## src/rtl/telnet_command_strip_keyword_detect_macros.svh

```systemverilog
// Assertion macros shared by the telnet command strip and keyword detect RTL.
`ifndef TELNET_COMMAND_STRIP_KEYWORD_DETECT_MACROS_SVH
`define TELNET_COMMAND_STRIP_KEYWORD_DETECT_MACROS_SVH

// Check that a condition implies a consequence in the same cycle.
`define TCSK_ASSERT_IMPLIES(label, clk, rst_n, cond, conseq, msg) \
    label: assert property (@(posedge clk) disable iff (!rst_n) (cond) |-> (conseq)) \
        else $error(msg);

// Check that a condition implies a consequence in the following cycle.
`define TCSK_ASSERT_NEXT(label, clk, rst_n, cond, conseq, msg) \
    label: assert property (@(posedge clk) disable iff (!rst_n) (cond) |=> (conseq)) \
        else $error(msg);

`endif

```

## src/rtl/telcsk_pkg.sv

```systemverilog
// Shared types, constants and helpers for the telnet command strip and keyword detect block.
package telcsk_pkg;

    localparam int DATA_W       = 8;
    localparam int WINDOW_BYTES = 8;
    localparam int QUEUE_DEPTH  = 2;
    localparam int QPTR_W       = (QUEUE_DEPTH > 1) ? $clog2(QUEUE_DEPTH) : 1;
    localparam int QCNT_W       = $clog2(QUEUE_DEPTH + 1);
    localparam int WORD_COUNT   = 6;
    localparam int MAX_WORD_LEN = 9;

    localparam logic [DATA_W-1:0] IAC_CODE    = 8'hff;
    localparam logic [DATA_W-1:0] SB_CODE     = 8'hfa;
    localparam logic [DATA_W-1:0] NUL_CODE    = 8'h00;
    localparam logic [DATA_W-1:0] UPPER_A     = 8'h41;
    localparam logic [DATA_W-1:0] UPPER_Z     = 8'h5a;
    localparam logic [DATA_W-1:0] CASE_OFFSET = 8'h20;

    // Flag positions, one per keyword
    localparam int FLAG_LOGIN     = 0;
    localparam int FLAG_LAST      = 1;
    localparam int FLAG_FROM      = 2;
    localparam int FLAG_INCORRECT = 3;
    localparam int FLAG_FAILED    = 4;
    localparam int FLAG_FAILURE   = 5;

    // Keywords right-justified: byte j counts back from the final character
    localparam logic [MAX_WORD_LEN*DATA_W-1:0] WORD_TEXT [WORD_COUNT] = '{
        "login:", "last", "from", "incorrect", "failed", "failure"
    };
    localparam int WORD_LEN [WORD_COUNT] = '{6, 4, 4, 9, 6, 7};

    typedef enum logic [2:0] {
        PH_START    = 3'd0,
        PH_VERB     = 3'd1,
        PH_OPTION   = 3'd2,
        PH_SUB_BODY = 3'd3,
        PH_SUB_END  = 3'd4,
        PH_TEXT     = 3'd5
    } telcsk_phase_t;

    // Classified byte passed from the command skipper to the matcher
    typedef struct packed {
        logic [DATA_W-1:0] data;
        logic              is_text;
        logic              last;
        logic              cmd_only;
    } telcsk_item_t;

    function automatic logic [DATA_W-1:0] fold_lower(input logic [DATA_W-1:0] c);
        if (c >= UPPER_A && c <= UPPER_Z) begin
            return c + CASE_OFFSET;
        end
        return c;
    endfunction

endpackage

```

## src/rtl/telcsk_front.sv

```systemverilog
// Command skipper: tracks the telnet command phase and classifies each byte.
module telcsk_front
    import telcsk_pkg::*;
(
    input  logic                clk,
    input  logic                rst_n,
    input  logic                in_valid,
    input  logic                in_ready,
    input  logic [DATA_W-1:0]   data_byte,
    input  logic                last_byte,
    output telcsk_item_t        item
);

    telcsk_phase_t phase_reg;
    telcsk_phase_t phase_next;
    telcsk_phase_t phase_after;
    logic          take;

    assign take = in_valid && in_ready;

    // phase that this byte leaves behind
    always_comb
    begin
        unique case (phase_reg)
            PH_START:
            begin
                phase_after = (data_byte == IAC_CODE) ? PH_VERB : PH_TEXT;
            end
            PH_VERB:
            begin
                phase_after = (data_byte == SB_CODE) ? PH_SUB_BODY : PH_OPTION;
            end
            PH_OPTION:
            begin
                phase_after = PH_START;
            end
            PH_SUB_BODY:
            begin
                phase_after = (data_byte == IAC_CODE) ? PH_SUB_END : PH_SUB_BODY;
            end
            PH_SUB_END:
            begin
                phase_after = PH_START;
            end
            default:
            begin
                phase_after = PH_TEXT;
            end
        endcase
    end

    // next state: hold when idle, drop back to start at the end of a packet
    always_comb
    begin
        phase_next = phase_reg;
        if (take)
        begin
            phase_next = last_byte ? PH_START : phase_after;
        end
    end

    // outputs: classify the byte for the matcher
    always_comb
    begin
        item.data     = data_byte;
        item.last     = last_byte;
        item.is_text  = (phase_after == PH_TEXT);
        item.cmd_only = (phase_after != PH_TEXT);
    end

    always_ff @(posedge clk or negedge rst_n)
    begin
        if (!rst_n)
        begin
            phase_reg <= PH_START;
        end
        else
        begin
            phase_reg <= phase_next;
        end
    end

endmodule

```

## src/rtl/telcsk_queue.sv

```systemverilog
// Short request queue between the command skipper and the keyword matcher.
`include "telnet_command_strip_keyword_detect_macros.svh"
module telcsk_queue
    import telcsk_pkg::*;
(
    input  logic         clk,
    input  logic         rst_n,
    input  logic         push_valid,
    output logic         push_ready,
    input  telcsk_item_t push_item,
    output logic         pop_valid,
    input  logic         pop_ready,
    output telcsk_item_t pop_item
);

    telcsk_item_t      slot_reg [QUEUE_DEPTH];
    logic [QPTR_W-1:0] wr_ptr_reg;
    logic [QPTR_W-1:0] wr_ptr_next;
    logic [QPTR_W-1:0] rd_ptr_reg;
    logic [QPTR_W-1:0] rd_ptr_next;
    logic [QCNT_W-1:0] count_reg;
    logic [QCNT_W-1:0] count_next;
    logic              do_push;
    logic              do_pop;

    assign push_ready = (count_reg != QCNT_W'(QUEUE_DEPTH));
    assign pop_valid  = (count_reg != '0);
    assign pop_item   = slot_reg[rd_ptr_reg];
    assign do_push    = push_valid && push_ready;
    assign do_pop     = pop_valid && pop_ready;

    always_comb
    begin
        wr_ptr_next = wr_ptr_reg;
        rd_ptr_next = rd_ptr_reg;
        count_next  = count_reg;
        if (do_push)
        begin
            wr_ptr_next = (wr_ptr_reg == QPTR_W'(QUEUE_DEPTH - 1)) ? '0 : wr_ptr_reg + 1'b1;
        end
        if (do_pop)
        begin
            rd_ptr_next = (rd_ptr_reg == QPTR_W'(QUEUE_DEPTH - 1)) ? '0 : rd_ptr_reg + 1'b1;
        end
        if (do_push && !do_pop)
        begin
            count_next = count_reg + 1'b1;
        end
        else if (do_pop && !do_push)
        begin
            count_next = count_reg - 1'b1;
        end
    end

    always_ff @(posedge clk or negedge rst_n)
    begin
        if (!rst_n)
        begin
            wr_ptr_reg <= '0;
            rd_ptr_reg <= '0;
            count_reg  <= '0;
        end
        else
        begin
            wr_ptr_reg <= wr_ptr_next;
            rd_ptr_reg <= rd_ptr_next;
            count_reg  <= count_next;
        end
    end

    always_ff @(posedge clk)
    begin
        if (do_push)
        begin
            slot_reg[wr_ptr_reg] <= push_item;
        end
    end

    `TCSK_ASSERT_IMPLIES(a_count_bound, clk, rst_n, 1'b1,
        count_reg <= QCNT_W'(QUEUE_DEPTH), "queue occupancy beyond depth")
    `TCSK_ASSERT_NEXT(a_push_stall_full, clk, rst_n,
        push_valid && !push_ready && !pop_ready, !push_ready, "full queue freed without a pop")

endmodule

```

## src/rtl/telcsk_back.sv

```systemverilog
// Keyword matcher: lower-cases text bytes, scans the history window and forms the result.
module telcsk_back
    import telcsk_pkg::*;
(
    input  logic         clk,
    input  logic         rst_n,
    input  logic         item_valid,
    output logic         item_ready,
    input  telcsk_item_t item,
    output logic         out_valid,
    input  logic         out_ready,
    output logic         keyword_match,
    output logic         commands_only,
    output logic         prompt_hit,
    output logic         failure_word_hit
);

    logic [DATA_W-1:0]     window_reg  [WINDOW_BYTES];
    logic [DATA_W-1:0]     window_next [WINDOW_BYTES];
    logic [WORD_COUNT-1:0] flags_reg;
    logic [WORD_COUNT-1:0] flags_next;
    logic [WORD_COUNT-1:0] flags_upd;
    logic [WORD_COUNT-1:0] hits;
    logic                  ended_reg;
    logic                  ended_next;
    logic                  out_valid_reg;
    logic                  out_valid_next;
    logic                  match_reg;
    logic                  cmd_only_reg;
    logic                  prompt_reg;
    logic                  failure_reg;
    logic                  prompt_now;
    logic                  failure_now;
    logic [DATA_W-1:0]     folded;
    logic                  take;
    logic                  scan;

    // a final byte waits until the result register is free
    assign item_ready = !item.last || !out_valid_reg || out_ready;
    assign take       = item_valid && item_ready;
    assign folded     = fold_lower(item.data);
    assign scan       = item.is_text && !ended_reg && (item.data != NUL_CODE);

    // compare every keyword against this byte and the window in parallel
    for (genvar w = 0; w < WORD_COUNT; w++)
    begin : g_word
        if (WORD_LEN[w] - 1 > WINDOW_BYTES)
        begin : g_too_long
            assign hits[w] = 1'b0;
        end
        else
        begin : g_cmp
            logic [MAX_WORD_LEN-1:0] pos_ok;
            assign pos_ok[0] = (folded == WORD_TEXT[w][DATA_W-1:0]);
            for (genvar k = 1; k < MAX_WORD_LEN; k++)
            begin : g_pos
                if (k < WORD_LEN[w])
                begin : g_used
                    assign pos_ok[k] = (window_reg[k-1] == WORD_TEXT[w][DATA_W*k +: DATA_W]);
                end
                else
                begin : g_unused
                    assign pos_ok[k] = 1'b1;
                end
            end
            assign hits[w] = &pos_ok;
        end
    end

    assign flags_upd   = scan ? (flags_reg | hits) : flags_reg;
    assign prompt_now  = flags_upd[FLAG_LOGIN] && !flags_upd[FLAG_LAST] && !flags_upd[FLAG_FROM];
    assign failure_now = flags_upd[FLAG_INCORRECT] || flags_upd[FLAG_FAILED]
                         || flags_upd[FLAG_FAILURE];

    always_comb
    begin
        window_next = window_reg;
        flags_next  = flags_reg;
        ended_next  = ended_reg;
        if (take)
        begin
            flags_next = flags_upd;
            if (item.is_text && !ended_reg && item.data == NUL_CODE)
            begin
                ended_next = 1'b1;
            end
            if (scan)
            begin
                window_next[0] = folded;
                for (int i = 1; i < WINDOW_BYTES; i++)
                begin
                    window_next[i] = window_reg[i-1];
                end
            end
            if (item.last)
            begin
                flags_next = '0;
                ended_next = 1'b0;
                for (int i = 0; i < WINDOW_BYTES; i++)
                begin
                    window_next[i] = '0;
                end
            end
        end
    end

    always_comb
    begin
        out_valid_next = out_valid_reg && !out_ready;
        if (take && item.last)
        begin
            out_valid_next = 1'b1;
        end
    end

    always_ff @(posedge clk or negedge rst_n)
    begin
        if (!rst_n)
        begin
            flags_reg     <= '0;
            ended_reg     <= 1'b0;
            out_valid_reg <= 1'b0;
            for (int i = 0; i < WINDOW_BYTES; i++)
            begin
                window_reg[i] <= '0;
            end
        end
        else
        begin
            flags_reg     <= flags_next;
            ended_reg     <= ended_next;
            out_valid_reg <= out_valid_next;
            window_reg    <= window_next;
        end
    end

    always_ff @(posedge clk)
    begin
        if (take && item.last)
        begin
            match_reg    <= prompt_now || failure_now;
            cmd_only_reg <= item.cmd_only;
            prompt_reg   <= prompt_now;
            failure_reg  <= failure_now;
        end
    end

    assign out_valid        = out_valid_reg;
    assign keyword_match    = match_reg;
    assign commands_only    = cmd_only_reg;
    assign prompt_hit       = prompt_reg;
    assign failure_word_hit = failure_reg;

endmodule

```

## src/rtl/telnet_command_strip_keyword_detect.sv

```systemverilog
// Top level of the telnet command strip and keyword detect block.
//
// Usage: feed a packet payload one byte per request on the input channel
// (in_valid / in_ready, fields data_byte and last_byte). Leading telnet
// commands (IAC verb option, and IAC SB ... IAC x subnegotiations) are
// skipped; the remaining text up to the first NUL is lower-cased and
// scanned for login:, last, from, incorrect, failed and failure.
// One result request leaves on the output channel (out_valid / out_ready)
// for each byte marked last_byte; other bytes give no result.
// Throughput: one byte per cycle, sustained while in_ready is high, set by
// the phase machine and the parallel window compares. A final byte is
// written into the queue, and the matcher registers the result as it
// takes the byte from the queue.
// Stalls: while out_ready is low a finished result holds in the output
// register; bytes keep flowing into the matcher until a further final byte
// arrives, then the two-entry queue fills and in_ready drops.
// Reset: rst_n clears the command phase, queue, window, flags and the
// output valid; the end of every packet also clears the phase, window and flags.
`include "telnet_command_strip_keyword_detect_macros.svh"
module telnet_command_strip_keyword_detect
    import telcsk_pkg::*;
(
    input  logic              clk,
    input  logic              rst_n,
    input  logic              in_valid,
    output logic              in_ready,
    input  logic [DATA_W-1:0] data_byte,
    input  logic              last_byte,
    output logic              out_valid,
    input  logic              out_ready,
    output logic              keyword_match,
    output logic              commands_only,
    output logic              prompt_hit,
    output logic              failure_word_hit
);

    telcsk_item_t front_item;
    telcsk_item_t back_item;
    logic         back_valid;
    logic         back_ready;

    // classify each byte as command or text
    telcsk_front u_front (
        .clk       (clk),
        .rst_n     (rst_n),
        .in_valid  (in_valid),
        .in_ready  (in_ready),
        .data_byte (data_byte),
        .last_byte (last_byte),
        .item      (front_item)
    );

    // decouple the skipper from the matcher so either side may stall
    telcsk_queue u_queue (
        .clk        (clk),
        .rst_n      (rst_n),
        .push_valid (in_valid),
        .push_ready (in_ready),
        .push_item  (front_item),
        .pop_valid  (back_valid),
        .pop_ready  (back_ready),
        .pop_item   (back_item)
    );

    // scan text, hold flags and register the result
    telcsk_back u_back (
        .clk              (clk),
        .rst_n            (rst_n),
        .item_valid       (back_valid),
        .item_ready       (back_ready),
        .item             (back_item),
        .out_valid        (out_valid),
        .out_ready        (out_ready),
        .keyword_match    (keyword_match),
        .commands_only    (commands_only),
        .prompt_hit       (prompt_hit),
        .failure_word_hit (failure_word_hit)
    );

    `TCSK_ASSERT_IMPLIES(a_cmd_only_no_prompt, clk, rst_n, out_valid && commands_only,
        !prompt_hit && !keyword_match, "prompt reported on a commands-only packet")
    `TCSK_ASSERT_IMPLIES(a_cmd_only_no_failure, clk, rst_n, out_valid && commands_only,
        !failure_word_hit, "failure word reported on a commands-only packet")

endmodule

```

## config.mk

```make
export PLATFORM = sky130hd
export DESIGN_NAME = telnet_command_strip_keyword_detect
export DESIGN_NICKNAME = d
export VERILOG_FILES = /design/src/rtl/telcsk_pkg.sv /design/src/rtl/telcsk_front.sv /design/src/rtl/telcsk_queue.sv /design/src/rtl/telcsk_back.sv /design/src/rtl/telnet_command_strip_keyword_detect.sv
export VERILOG_INCLUDE_DIRS = /design/src /design/src/rtl
export SDC_FILE = /design/constraint.sdc
export NUM_CORES = 1
export LEC_CHECK = 0
export ABC_AREA = 1
export BUFFER_PORTS_ARGS = -buffer_cell sky130_fd_sc_hd__buf_2
export CELL_PAD_IN_SITES_DETAIL_PLACEMENT = 2
export CELL_PAD_IN_SITES_GLOBAL_PLACEMENT = 2
export CORE_UTILIZATION = 39
export CTS_BUF_LIST = sky130_fd_sc_hd__clkbuf_16
export DETAILED_ROUTE_END_ITERATION = 8
export HOLD_SLACK_MARGIN = 0.15
export PLACE_DENSITY = 0.77
export SKIP_CTS_REPAIR_TIMING = 1
export SLEW_MARGIN = 5
export SYNTH_ARGS = -nofsm -noshare
export SYNTH_HDL_FRONTEND = slang
export SYNTH_SLANG_ARGS = --single-unit
```

## constraint.sdc

```tcl
create_clock -name clk -period 2.9 [get_ports clk]
set_input_delay 0.87 -clock clk [delete_from_list [all_inputs] [get_ports clk]]
set_output_delay 0.87 -clock clk [all_outputs]
set_load 0.01 [all_outputs]
```

==> flow_summary.html, run 1 <==
<table>
<tr><th>Metric</th><th>Value</th></tr>
<tr><th colspan="2">Synth</th></tr>
<tr><td>Number of different library cells in the post-synthesis netlist</td><td>34</td></tr>
<tr><td>Syn Nets</td><td>553</td></tr>
<tr><td>Synth Flop Type</td><td>dfrtp_1</td></tr>
<tr><td>YS warnings</td><td>0</td></tr>
<tr><td>Avg Inst Size Synth</td><td>9.04 µm²</td></tr>
<tr><td>Number of enable-type register cells in the synthesized netlist</td><td>26</td></tr>
<tr><td>Fraction of the yosys area taken by sequential cells</td><td>56.7%</td></tr>
<tr><td>Share of synthesized registers carrying an async set or reset</td><td>75.2%</td></tr>
<tr><td>Flip-flop and latch count after synthesis</td><td>105</td></tr>
<tr><td>Number of instances in the synthesized netlist</td><td>538</td></tr>
<tr><td>Synthesized cell area</td><td>0.00486 mm²</td></tr>
<tr><th colspan="2">Routing</th></tr>
<tr><td>DR DRC count</td><td>0</td></tr>
<tr><td>Initial DRT Pass Iterations</td><td>4</td></tr>
<tr><td>Total number of vias</td><td>3817</td></tr>
<tr><td>Via density per instance</td><td>5.23</td></tr>
<tr><td>Mean routed wirelength per cell</td><td>18.2 µm</td></tr>
<tr><td>Violation count after the first detailed-routing iteration</td><td>181</td></tr>
<tr><td>Post-route ant nets</td><td>0</td></tr>
<tr><td>Routed Wire Length</td><td>13300 µm</td></tr>
<tr><th colspan="2">Global route</th></tr>
<tr><td>Vias in the first global route</td><td>4320</td></tr>
<tr><td>Global router's overall resource usage</td><td>22.9%</td></tr>
<tr><td>Grt ovf</td><td>0</td></tr>
<tr><td>Number of antenna violations at the first check in global routing</td><td>0</td></tr>
<tr><td>Wire length of the first global-routing pass</td><td>22600 µm</td></tr>
<tr><td>Maximum number of pins on one net before global-route repair</td><td>66</td></tr>
<tr><th colspan="2">Power</th></tr>
<tr><td>Total design power</td><td>5.13 mW</td></tr>
<tr><td>Leakage power of the design</td><td>2.35 nW</td></tr>
<tr><td>Highest ir drop seen on vdd</td><td>593 µV</td></tr>
<tr><td>Power density normalized to cell area</td><td>944 mW/mm²</td></tr>
<tr><th colspan="2">Place</th></tr>
<tr><td>Count of input and output buffers</td><td>18</td></tr>
<tr><td>Pre-CTS setup slack</td><td>363 ps</td></tr>
<tr><td>Final estimated routing congestion in global placement</td><td>0.831</td></tr>
<tr><td>Half-perimeter wire length of the detailed placement result</td><td>9610 µm</td></tr>
<tr><th colspan="2">Worst setup path</th></tr>
<tr><td>Worst setup SP type</td><td>register</td></tr>
<tr><td>Critical path arrival</td><td>2690 ps</td></tr>
<tr><td>Type of destination of the critical path</td><td>register</td></tr>
<tr><td>Maximum net fanout on the critical path</td><td>49</td></tr>
<tr><td>Critical path start-end classification</td><td>reg2reg</td></tr>
<tr><td>Standard cell with the maximum stage delay on the critical path</td><td>dfrtp_1</td></tr>
<tr><td>List of cells traversed by the critical path</td><td>buf_4 -&gt; nand2_1 -&gt; nand2_1 -&gt; nand2_1 -&gt; nor2_1 -&gt; nand2_2 -&gt; nor2_1 -&gt; nor2_1 -&gt; nand3_2 -&gt; buf_12 -&gt; o22ai_1</td></tr>
<tr><td>Required time of the critical path</td><td>3130 ps</td></tr>
<tr><td>Crit-path max cell delay</td><td>520 ps</td></tr>
<tr><th colspan="2">Timing</th></tr>
<tr><td>Number of failing hold endpoints at the final stage</td><td>0</td></tr>
<tr><td>Worst setup slack after layout</td><td>437 ps</td></tr>
<tr><td>Count of pins over their slew limit</td><td>0</td></tr>
<tr><td>Final setup TNS</td><td>0 ps</td></tr>
<tr><td>Setup violators final</td><td>0</td></tr>
<tr><td>Unrepaired setup endpoints after global routing</td><td>false</td></tr>
<tr><td>Slew at the pin closest to its max-slew limit</td><td>600 ps</td></tr>
<tr><td>Max Fclk</td><td>0.406 GHz</td></tr>
<tr><td>Relative slew margins</td><td>60.0%</td></tr>
<tr><td>Fin Hold WS</td><td>479 ps</td></tr>
<tr><td>Final period util</td><td>84.9%</td></tr>
<tr><td>Worst clock skew on the final layout</td><td>6.05 ps</td></tr>
<tr><td>Clock period minus worst slack</td><td>2460 ps</td></tr>
<tr><th colspan="2">Layout</th></tr>
<tr><td>Most common cell after layout, fill and taps aside</td><td>inv_1</td></tr>
<tr><td>Share of cells above drive strength 1</td><td>9.25%</td></tr>
<tr><td>Diode count</td><td>0</td></tr>
<tr><td>Fill cells</td><td>1290</td></tr>
<tr><td>Max reg flops</td><td>64</td></tr>
<tr><td>NumNets Final</td><td>572</td></tr>
<tr><td>Area Growth Syn to Fin</td><td>11.8%</td></tr>
<tr><td>Top library cells by usage in the layout, fill and taps aside</td><td>inv_1 (104), nand2_1 (80), dfrtp_1 (79), nor2_1 (67), o22ai_1 (66)</td></tr>
<tr><td>Utilization of the core after routing</td><td>45.1%</td></tr>
<tr><th colspan="2">CTS</th></tr>
<tr><td>CTS clock-pin slew for the worst setup and hold paths</td><td>70 ps</td></tr>
<tr><td>Clock buffers created by TritonCTS</td><td>9</td></tr>
<tr><td>Clock sinks</td><td>105</td></tr>
<tr><td>Clock tree from TritonCTS</td><td>yes</td></tr>
<tr><td>Number of buffers between clock root and the deepest sink</td><td>2</td></tr>
<tr><td>Depth of the CTS H-tree</td><td>3</td></tr>
<tr><td>Clock latency on the worst-skew pair</td><td>360 ps</td></tr>
<tr><td>Clk root buf</td><td>clkbuf_16</td></tr>
<tr><th colspan="2">Floorplanning</th></tr>
<tr><td>I/O pin count</td><td>19</td></tr>
<tr><td>Row count</td><td>40</td></tr>
<tr><td>Height of the die</td><td>114 µm</td></tr>
<tr><td>Die X</td><td>114 µm</td></tr>
<tr><td>Overall die area</td><td>0.0129 mm²</td></tr>
<tr><td>Effective utilization at floorplan</td><td>40.3%</td></tr>
<tr><td>Core box area</td><td>0.0121 mm²</td></tr>
<tr><th colspan="2">Status</th></tr>
<tr><td>Outcome</td><td>completed</td></tr>
<tr><th colspan="2">Flow run</th></tr>
<tr><td>Maximum capacitance violations</td><td>0</td></tr>
<tr><th colspan="2">Min path</th></tr>
<tr><td>Kind of path behind the tightest hold check</td><td>reg2reg</td></tr>
</table>
## cells in the mapped netlist, types with 3 or more instances
library cell	number	area, µm²
nor2_1	67	251
nor2_2	3	18.8
o22ai_1	66	413
nor4_1	4	25.0
edfxtp_1	26	781
inv_1	103	387
nand3_1	24	120
nand4_1	26	163
buf_4	3	22.5
nand2_1	80	300
buf_2	7	35.0
o21ai_0	4	20.0
o21ai_1	5	25.0
buf_6	6	67.6
dfrtp_1	79	1980
nor3_1	12	60.1
## metrics by stage
| stage | area (µm²) | instances |
|---|---|---|
| 2_1_floorplan | 4860 | 538 |
| 3_3_place_gp | 5130 | 714 |
| 3_5_place_dp | 5130 | 714 |
| 4_1_cts | 5440 | 730 |
| 5_1_grt | 5440 | 730 |
| 6_report | 5440 | 730 |
## worst paths after layout
check / start / to / slack, ps / cells after the start
setup reg to reg: u_queue.rd_ptr_reg / u_back.window_reg[42] / 440 / 11
min in group asynchronous: rst_n / u_back.window_reg[26] / 510 / 1
hold reg to reg: u_queue.count_reg[0] / u_queue.count_reg[0] / 480 / 1
hold / removal: u_queue.count_reg[0] / u_queue.count_reg[0] / 480 / 1
max in group asynchronous: rst_n / u_front.phase_reg[1] / 1760 / 2
setup / recovery: u_queue.rd_ptr_reg / u_back.window_reg[42] / 440 / 11
## kinds of logic (layout without fill, tap and decap cells)
logic type / Yosys count / in the layout / synth area share (%)
buffers and inverters: 122 / 146 / 10.8
xor gates and xnor gates: 3 / 3 / 0.540
adders and majority gates: 2 / 2 / 0.514
AOI/OAI and AO/OA: 84 / 84 / 11.2
and+or+nand+nor: 222 / 222 / 20.2
DFF: 105 / 105 / 56.7
## layout make-up
type	count	area, µm²	share of cell area [%]
multi-input combinational	311	1590	29.2
timing repair buffer	24	175	3.22
clock inverter	6	56.3	1.04
sequential	105	2760	50.7
tap	168	210	3.87
inverter	106	400	7.36
clock buffer	10	250	4.60
## routing by layer
| layer | track usage (%) | wire, µm | up-vias |
|---|---|---|---|
| li1 | - | - | 1830 |
| met1 | 26.4 | 5570 | 1945 |
| met2 | 42.2 | 7240 | 33 |
| met3 | 5.63 | 341 | 9 |
| met4 | 5.88 | 141 | 0 |
| met5 | 0 | 0 | - |
## critical path, delay by kind of cell, from the launching register on
family | cells | cell delay (ps)
simple gates | 8 | 1110
buf+inv | 2 | 530
flops | 1 | 520
compound gates | 1 | 120
## power by group
part / total [mW] / switching, mW / internal (mW)
Combinational: 1.89 / 1.34 / 0.553
Clock: 1.26 / 0.546 / 0.713
Sequential: 1.98 / 0.166 / 1.81
Power figures use the tool's default switching activity.
==> inputs of run 2 (changes only) <==
ABC_AREA = 0   (was 1)
PLACE_DENSITY = 0.74   (was 0.77)
clock period = 2.2 ns   (was 2.9 ns; I/O delays follow)
==> flow_summary.html, run 2 <==
<table>
<tr><th>Metric</th><th>Value</th></tr>
<tr><th colspan="2">Status</th></tr>
<tr><td>Outcome</td><td>complete, but fails checks</td></tr>
<tr><td>Violated checks</td><td>negative setup slack</td></tr>
<tr><th colspan="2">Synth</th></tr>
<tr><td>Number of different library cells in the post-synthesis netlist</td><td>64</td></tr>
<tr><td>Share of synthesized registers carrying an async set or reset</td><td>75.2%</td></tr>
<tr><td>Synthesized cell area</td><td>0.00469 mm²</td></tr>
<tr><td>Top cell type's share of synthesized area</td><td>42.2%</td></tr>
<tr><td>Number of enable-type register cells in the synthesized netlist</td><td>26</td></tr>
<tr><td>Syn Nets</td><td>396</td></tr>
<tr><td>Number of instances in the synthesized netlist</td><td>381</td></tr>
<tr><td>Fraction of the yosys area taken by sequential cells</td><td>58.8%</td></tr>
<tr><td>Flip-flop and latch count after synthesis</td><td>105</td></tr>
<tr><td>YS warnings</td><td>0</td></tr>
<tr><td>Synth top cells by count</td><td>dfrtp_1 (79), a22o_1 (56), nand2_1 (30)</td></tr>
<tr><td>Area leader, netlist</td><td>dfrtp_1</td></tr>
<tr><td>Synth Flop Type</td><td>dfrtp_1</td></tr>
<tr><td>Biggest area contributors in the synthesized netlist</td><td>dfrtp_1 (42%), edfxtp_1 (17%), a22o_1 (10%)</td></tr>
<tr><td>Avg Inst Size Synth</td><td>12.3 µm²</td></tr>
<tr><td>Cell with the most instances after synthesis</td><td>dfrtp_1</td></tr>
<tr><th colspan="2">Routing</th></tr>
<tr><td>Initial DRT Pass Iterations</td><td>4</td></tr>
<tr><td>Post-route ant nets</td><td>0</td></tr>
<tr><td>Via density per instance</td><td>5.83</td></tr>
<tr><td>Total number of vias</td><td>3549</td></tr>
<tr><td>Mean routed wirelength per cell</td><td>22.8 µm</td></tr>
<tr><td>Violation count after the first detailed-routing iteration</td><td>162</td></tr>
<tr><td>Routed Wire Length</td><td>13900 µm</td></tr>
<tr><td>DR DRC count</td><td>0</td></tr>
<tr><th colspan="2">Floorplanning</th></tr>
<tr><td>Die X</td><td>112 µm</td></tr>
<tr><td>Row count</td><td>39</td></tr>
<tr><td>Effective utilization at floorplan</td><td>40.5%</td></tr>
<tr><td>I/O pin count</td><td>19</td></tr>
<tr><td>Core box area</td><td>0.0116 mm²</td></tr>
<tr><td>Overall die area</td><td>0.0125 mm²</td></tr>
<tr><td>Height of the die</td><td>112 µm</td></tr>
<tr><th colspan="2">Global route</th></tr>
<tr><td>Wire length of the first global-routing pass</td><td>21700 µm</td></tr>
<tr><td>Grt ovf</td><td>0</td></tr>
<tr><td>Global router's overall resource usage</td><td>22.9%</td></tr>
<tr><td>Number of antenna violations at the first check in global routing</td><td>0</td></tr>
<tr><td>Maximum number of pins on one net before global-route repair</td><td>48</td></tr>
<tr><td>Vias in the first global route</td><td>4004</td></tr>
<tr><th colspan="2">CTS</th></tr>
<tr><td>Clock sinks</td><td>105</td></tr>
<tr><td>Clk root buf</td><td>clkbuf_16</td></tr>
<tr><td>Number of buffers between clock root and the deepest sink</td><td>2</td></tr>
<tr><td>Clock latency on the worst-skew pair</td><td>360 ps</td></tr>
<tr><td>Clock tree from TritonCTS</td><td>yes</td></tr>
<tr><td>Clock buffers created by TritonCTS</td><td>9</td></tr>
<tr><td>CTS clock-pin slew for the worst setup and hold paths</td><td>70 ps</td></tr>
<tr><td>Depth of the CTS H-tree</td><td>3</td></tr>
<tr><th colspan="2">Layout</th></tr>
<tr><td>Footprint of the multi-input gates</td><td>0.00196 mm²</td></tr>
<tr><td>Diode count</td><td>0</td></tr>
<tr><td>NumNets Final</td><td>477</td></tr>
<tr><td>Utilization of the core after routing</td><td>51.1%</td></tr>
<tr><td>Top library cells by usage in the layout, fill and taps aside</td><td>dfrtp_1 (78), buf_4 (61), a22o_1 (56), nand2_1 (29), edfxtp_1 (26)</td></tr>
<tr><td>Register area</td><td>0.00276 mm²</td></tr>
<tr><td>Most common cell after layout, fill and taps aside</td><td>dfrtp_1</td></tr>
<tr><td>Non-Filler Cell Area, Final</td><td>0.00590 mm²</td></tr>
<tr><td>Max reg flops</td><td>64</td></tr>
<tr><td>Area Growth Syn to Fin</td><td>25.9%</td></tr>
<tr><td>Share of cells above drive strength 1</td><td>29.0%</td></tr>
<tr><td>Fill cells</td><td>1124</td></tr>
<tr><th colspan="2">Place</th></tr>
<tr><td>Cell area after placement</td><td>0.00547 mm²</td></tr>
<tr><td>Final estimated routing congestion in global placement</td><td>0.804</td></tr>
<tr><td>Half-perimeter wire length of the detailed placement result</td><td>9500 µm</td></tr>
<tr><td>Count of input and output buffers</td><td>18</td></tr>
<tr><th colspan="2">Power</th></tr>
<tr><td>Highest ir drop seen on vdd</td><td>605 µV</td></tr>
<tr><td>Power density normalized to cell area</td><td>1240 mW/mm²</td></tr>
<tr><td>Leakage power of the design</td><td>2.60 nW</td></tr>
<tr><th colspan="2">Timing</th></tr>
<tr><td>Worst setup slack after layout</td><td>-428 ps</td></tr>
<tr><td>Clock period minus worst slack</td><td>2630 ps</td></tr>
<tr><td>Count of pins over their slew limit</td><td>0</td></tr>
<tr><td>Number of failing hold endpoints at the final stage</td><td>0</td></tr>
<tr><td>Slew at the pin closest to its max-slew limit</td><td>569 ps</td></tr>
<tr><td>Setup violators final</td><td>73</td></tr>
<tr><td>Final setup TNS</td><td>-11680 ps</td></tr>
<tr><td>Relative slew margins</td><td>61.7%</td></tr>
<tr><td>Unrepaired setup endpoints after global routing</td><td>true</td></tr>
<tr><td>Max Fclk</td><td>0.381 GHz</td></tr>
<tr><td>Worst clock skew on the final layout</td><td>7.85 ps</td></tr>
<tr><td>Fin Hold WS</td><td>239 ps</td></tr>
<tr><td>Final period util</td><td>119%</td></tr>
<tr><th colspan="2">Worst setup path</th></tr>
<tr><td>Type of destination of the critical path</td><td>register</td></tr>
<tr><td>Maximum net fanout on the critical path</td><td>4</td></tr>
<tr><td>Required time of the critical path</td><td>2300 ps</td></tr>
<tr><td>Critical path arrival</td><td>2730 ps</td></tr>
<tr><td>Worst setup SP type</td><td>register</td></tr>
<tr><td>Critical path start-end classification</td><td>reg2reg</td></tr>
<tr><th colspan="2">Min path</th></tr>
<tr><td>Kind of path behind the tightest hold check</td><td>in2async</td></tr>
<tr><th colspan="2">Flow run</th></tr>
<tr><td>Maximum capacitance violations</td><td>0</td></tr>
</table>
==> run 2: cell count changes after synthesis, sizes merged, moves of 7 or more <==
cell    change
nand4      -20
nand2      -52
nor2       -46
o22ai      -64
mux2i       +8
a22o       +56
inv        -98
nand3      -19
nor4bb      +7
==> run 2: area by class of cell <==
class | instances | area share [%]
Sequential cell | 105 | 46.7
Clock buffer | 10 | 4.24
Timing Repair Buffer | 85 | 11.4
Clock inverter | 5 | 0.890
Multi-Input combinational cell | 253 | 33.2
Inverter | 8 | 0.509
Tap cell | 143 | 3.03
==> run 2: where the power goes <==
group	switching [mW]	leakage, nW	internal, mW
logic	1.68	1.12	1.28
registers	0.312	1.32	2.40
clock network	0.731	0.154	0.943
==> run 2: per-stage QoR <==
step | setup WS (ps) | total power, mW | cells
floorplan | -430 | 4.20 | 381
global placement | -409 | 5.34 | 593
detailed placement | -473 | 5.44 | 593
CTS | -598 | 7.15 | 608
global route | -513 | 7.72 | 609
finish | -428 | 7.35 | 609
==> run 2: final timing paths <==
| kind | from | depth (start not counted) | slack, ps | end |
|---|---|---|---|---|
| max | u_queue.rd_ptr_reg | 8 | -430 | u_back.keyword_match |
| min reg2reg | u_queue.wr_ptr_reg | 1 | 500 | u_queue.wr_ptr_reg |
| max reg2reg | u_queue.rd_ptr_reg | 8 | -430 | u_back.keyword_match |
| min | rst_n | 1 | 240 | u_back.window_reg[51] |
| min in group clk | u_queue.wr_ptr_reg | 1 | 500 | u_queue.wr_ptr_reg |
| max in group asynchronous | rst_n | 2 | 1350 | u_queue.rd_ptr_reg |
==> run 2: metal layers <==
| metal | track usage [%] | part of all wire, % | vias to the layer above |
|---|---|---|---|
| met5 | 0 | 0 | - |
| met2 | 42.2 | 54 | 55 |
| met3 | 5.28 | 2.6 | 27 |
| met1 | 25.8 | 40 | 1847 |
| met4 | 8.29 | 3.2 | 0 |
| li1 | - | - | 1620 |
==> run 2: cells by family (layout without fill, tap and decap cells) <==
kind of cell             after synthesis  after routing  synth area share, %
AO/OA/AOI/OAI                        109            109                 18.9
XOR/XNOR                               5              5                0.934
adder cells (fa/ha/maj)                2              2                0.534
buffers and inverters                 23            108                 2.38
flip-flops                           105            105                 58.8
multiplexers                          12             12                 2.83
AND/OR/NAND/NOR                      125            125                 15.6
==> run 2: worst max-delay path, stage by stage, from the launching register on <==
cell and delay, ps:
dfrtp_2 470, mux2_4 340, ha_4 240, a211o_1 320
o311ai_4 290, nor4bb_4 100, a2111oi_4 310, nand3_2 120
o21bai_1 170
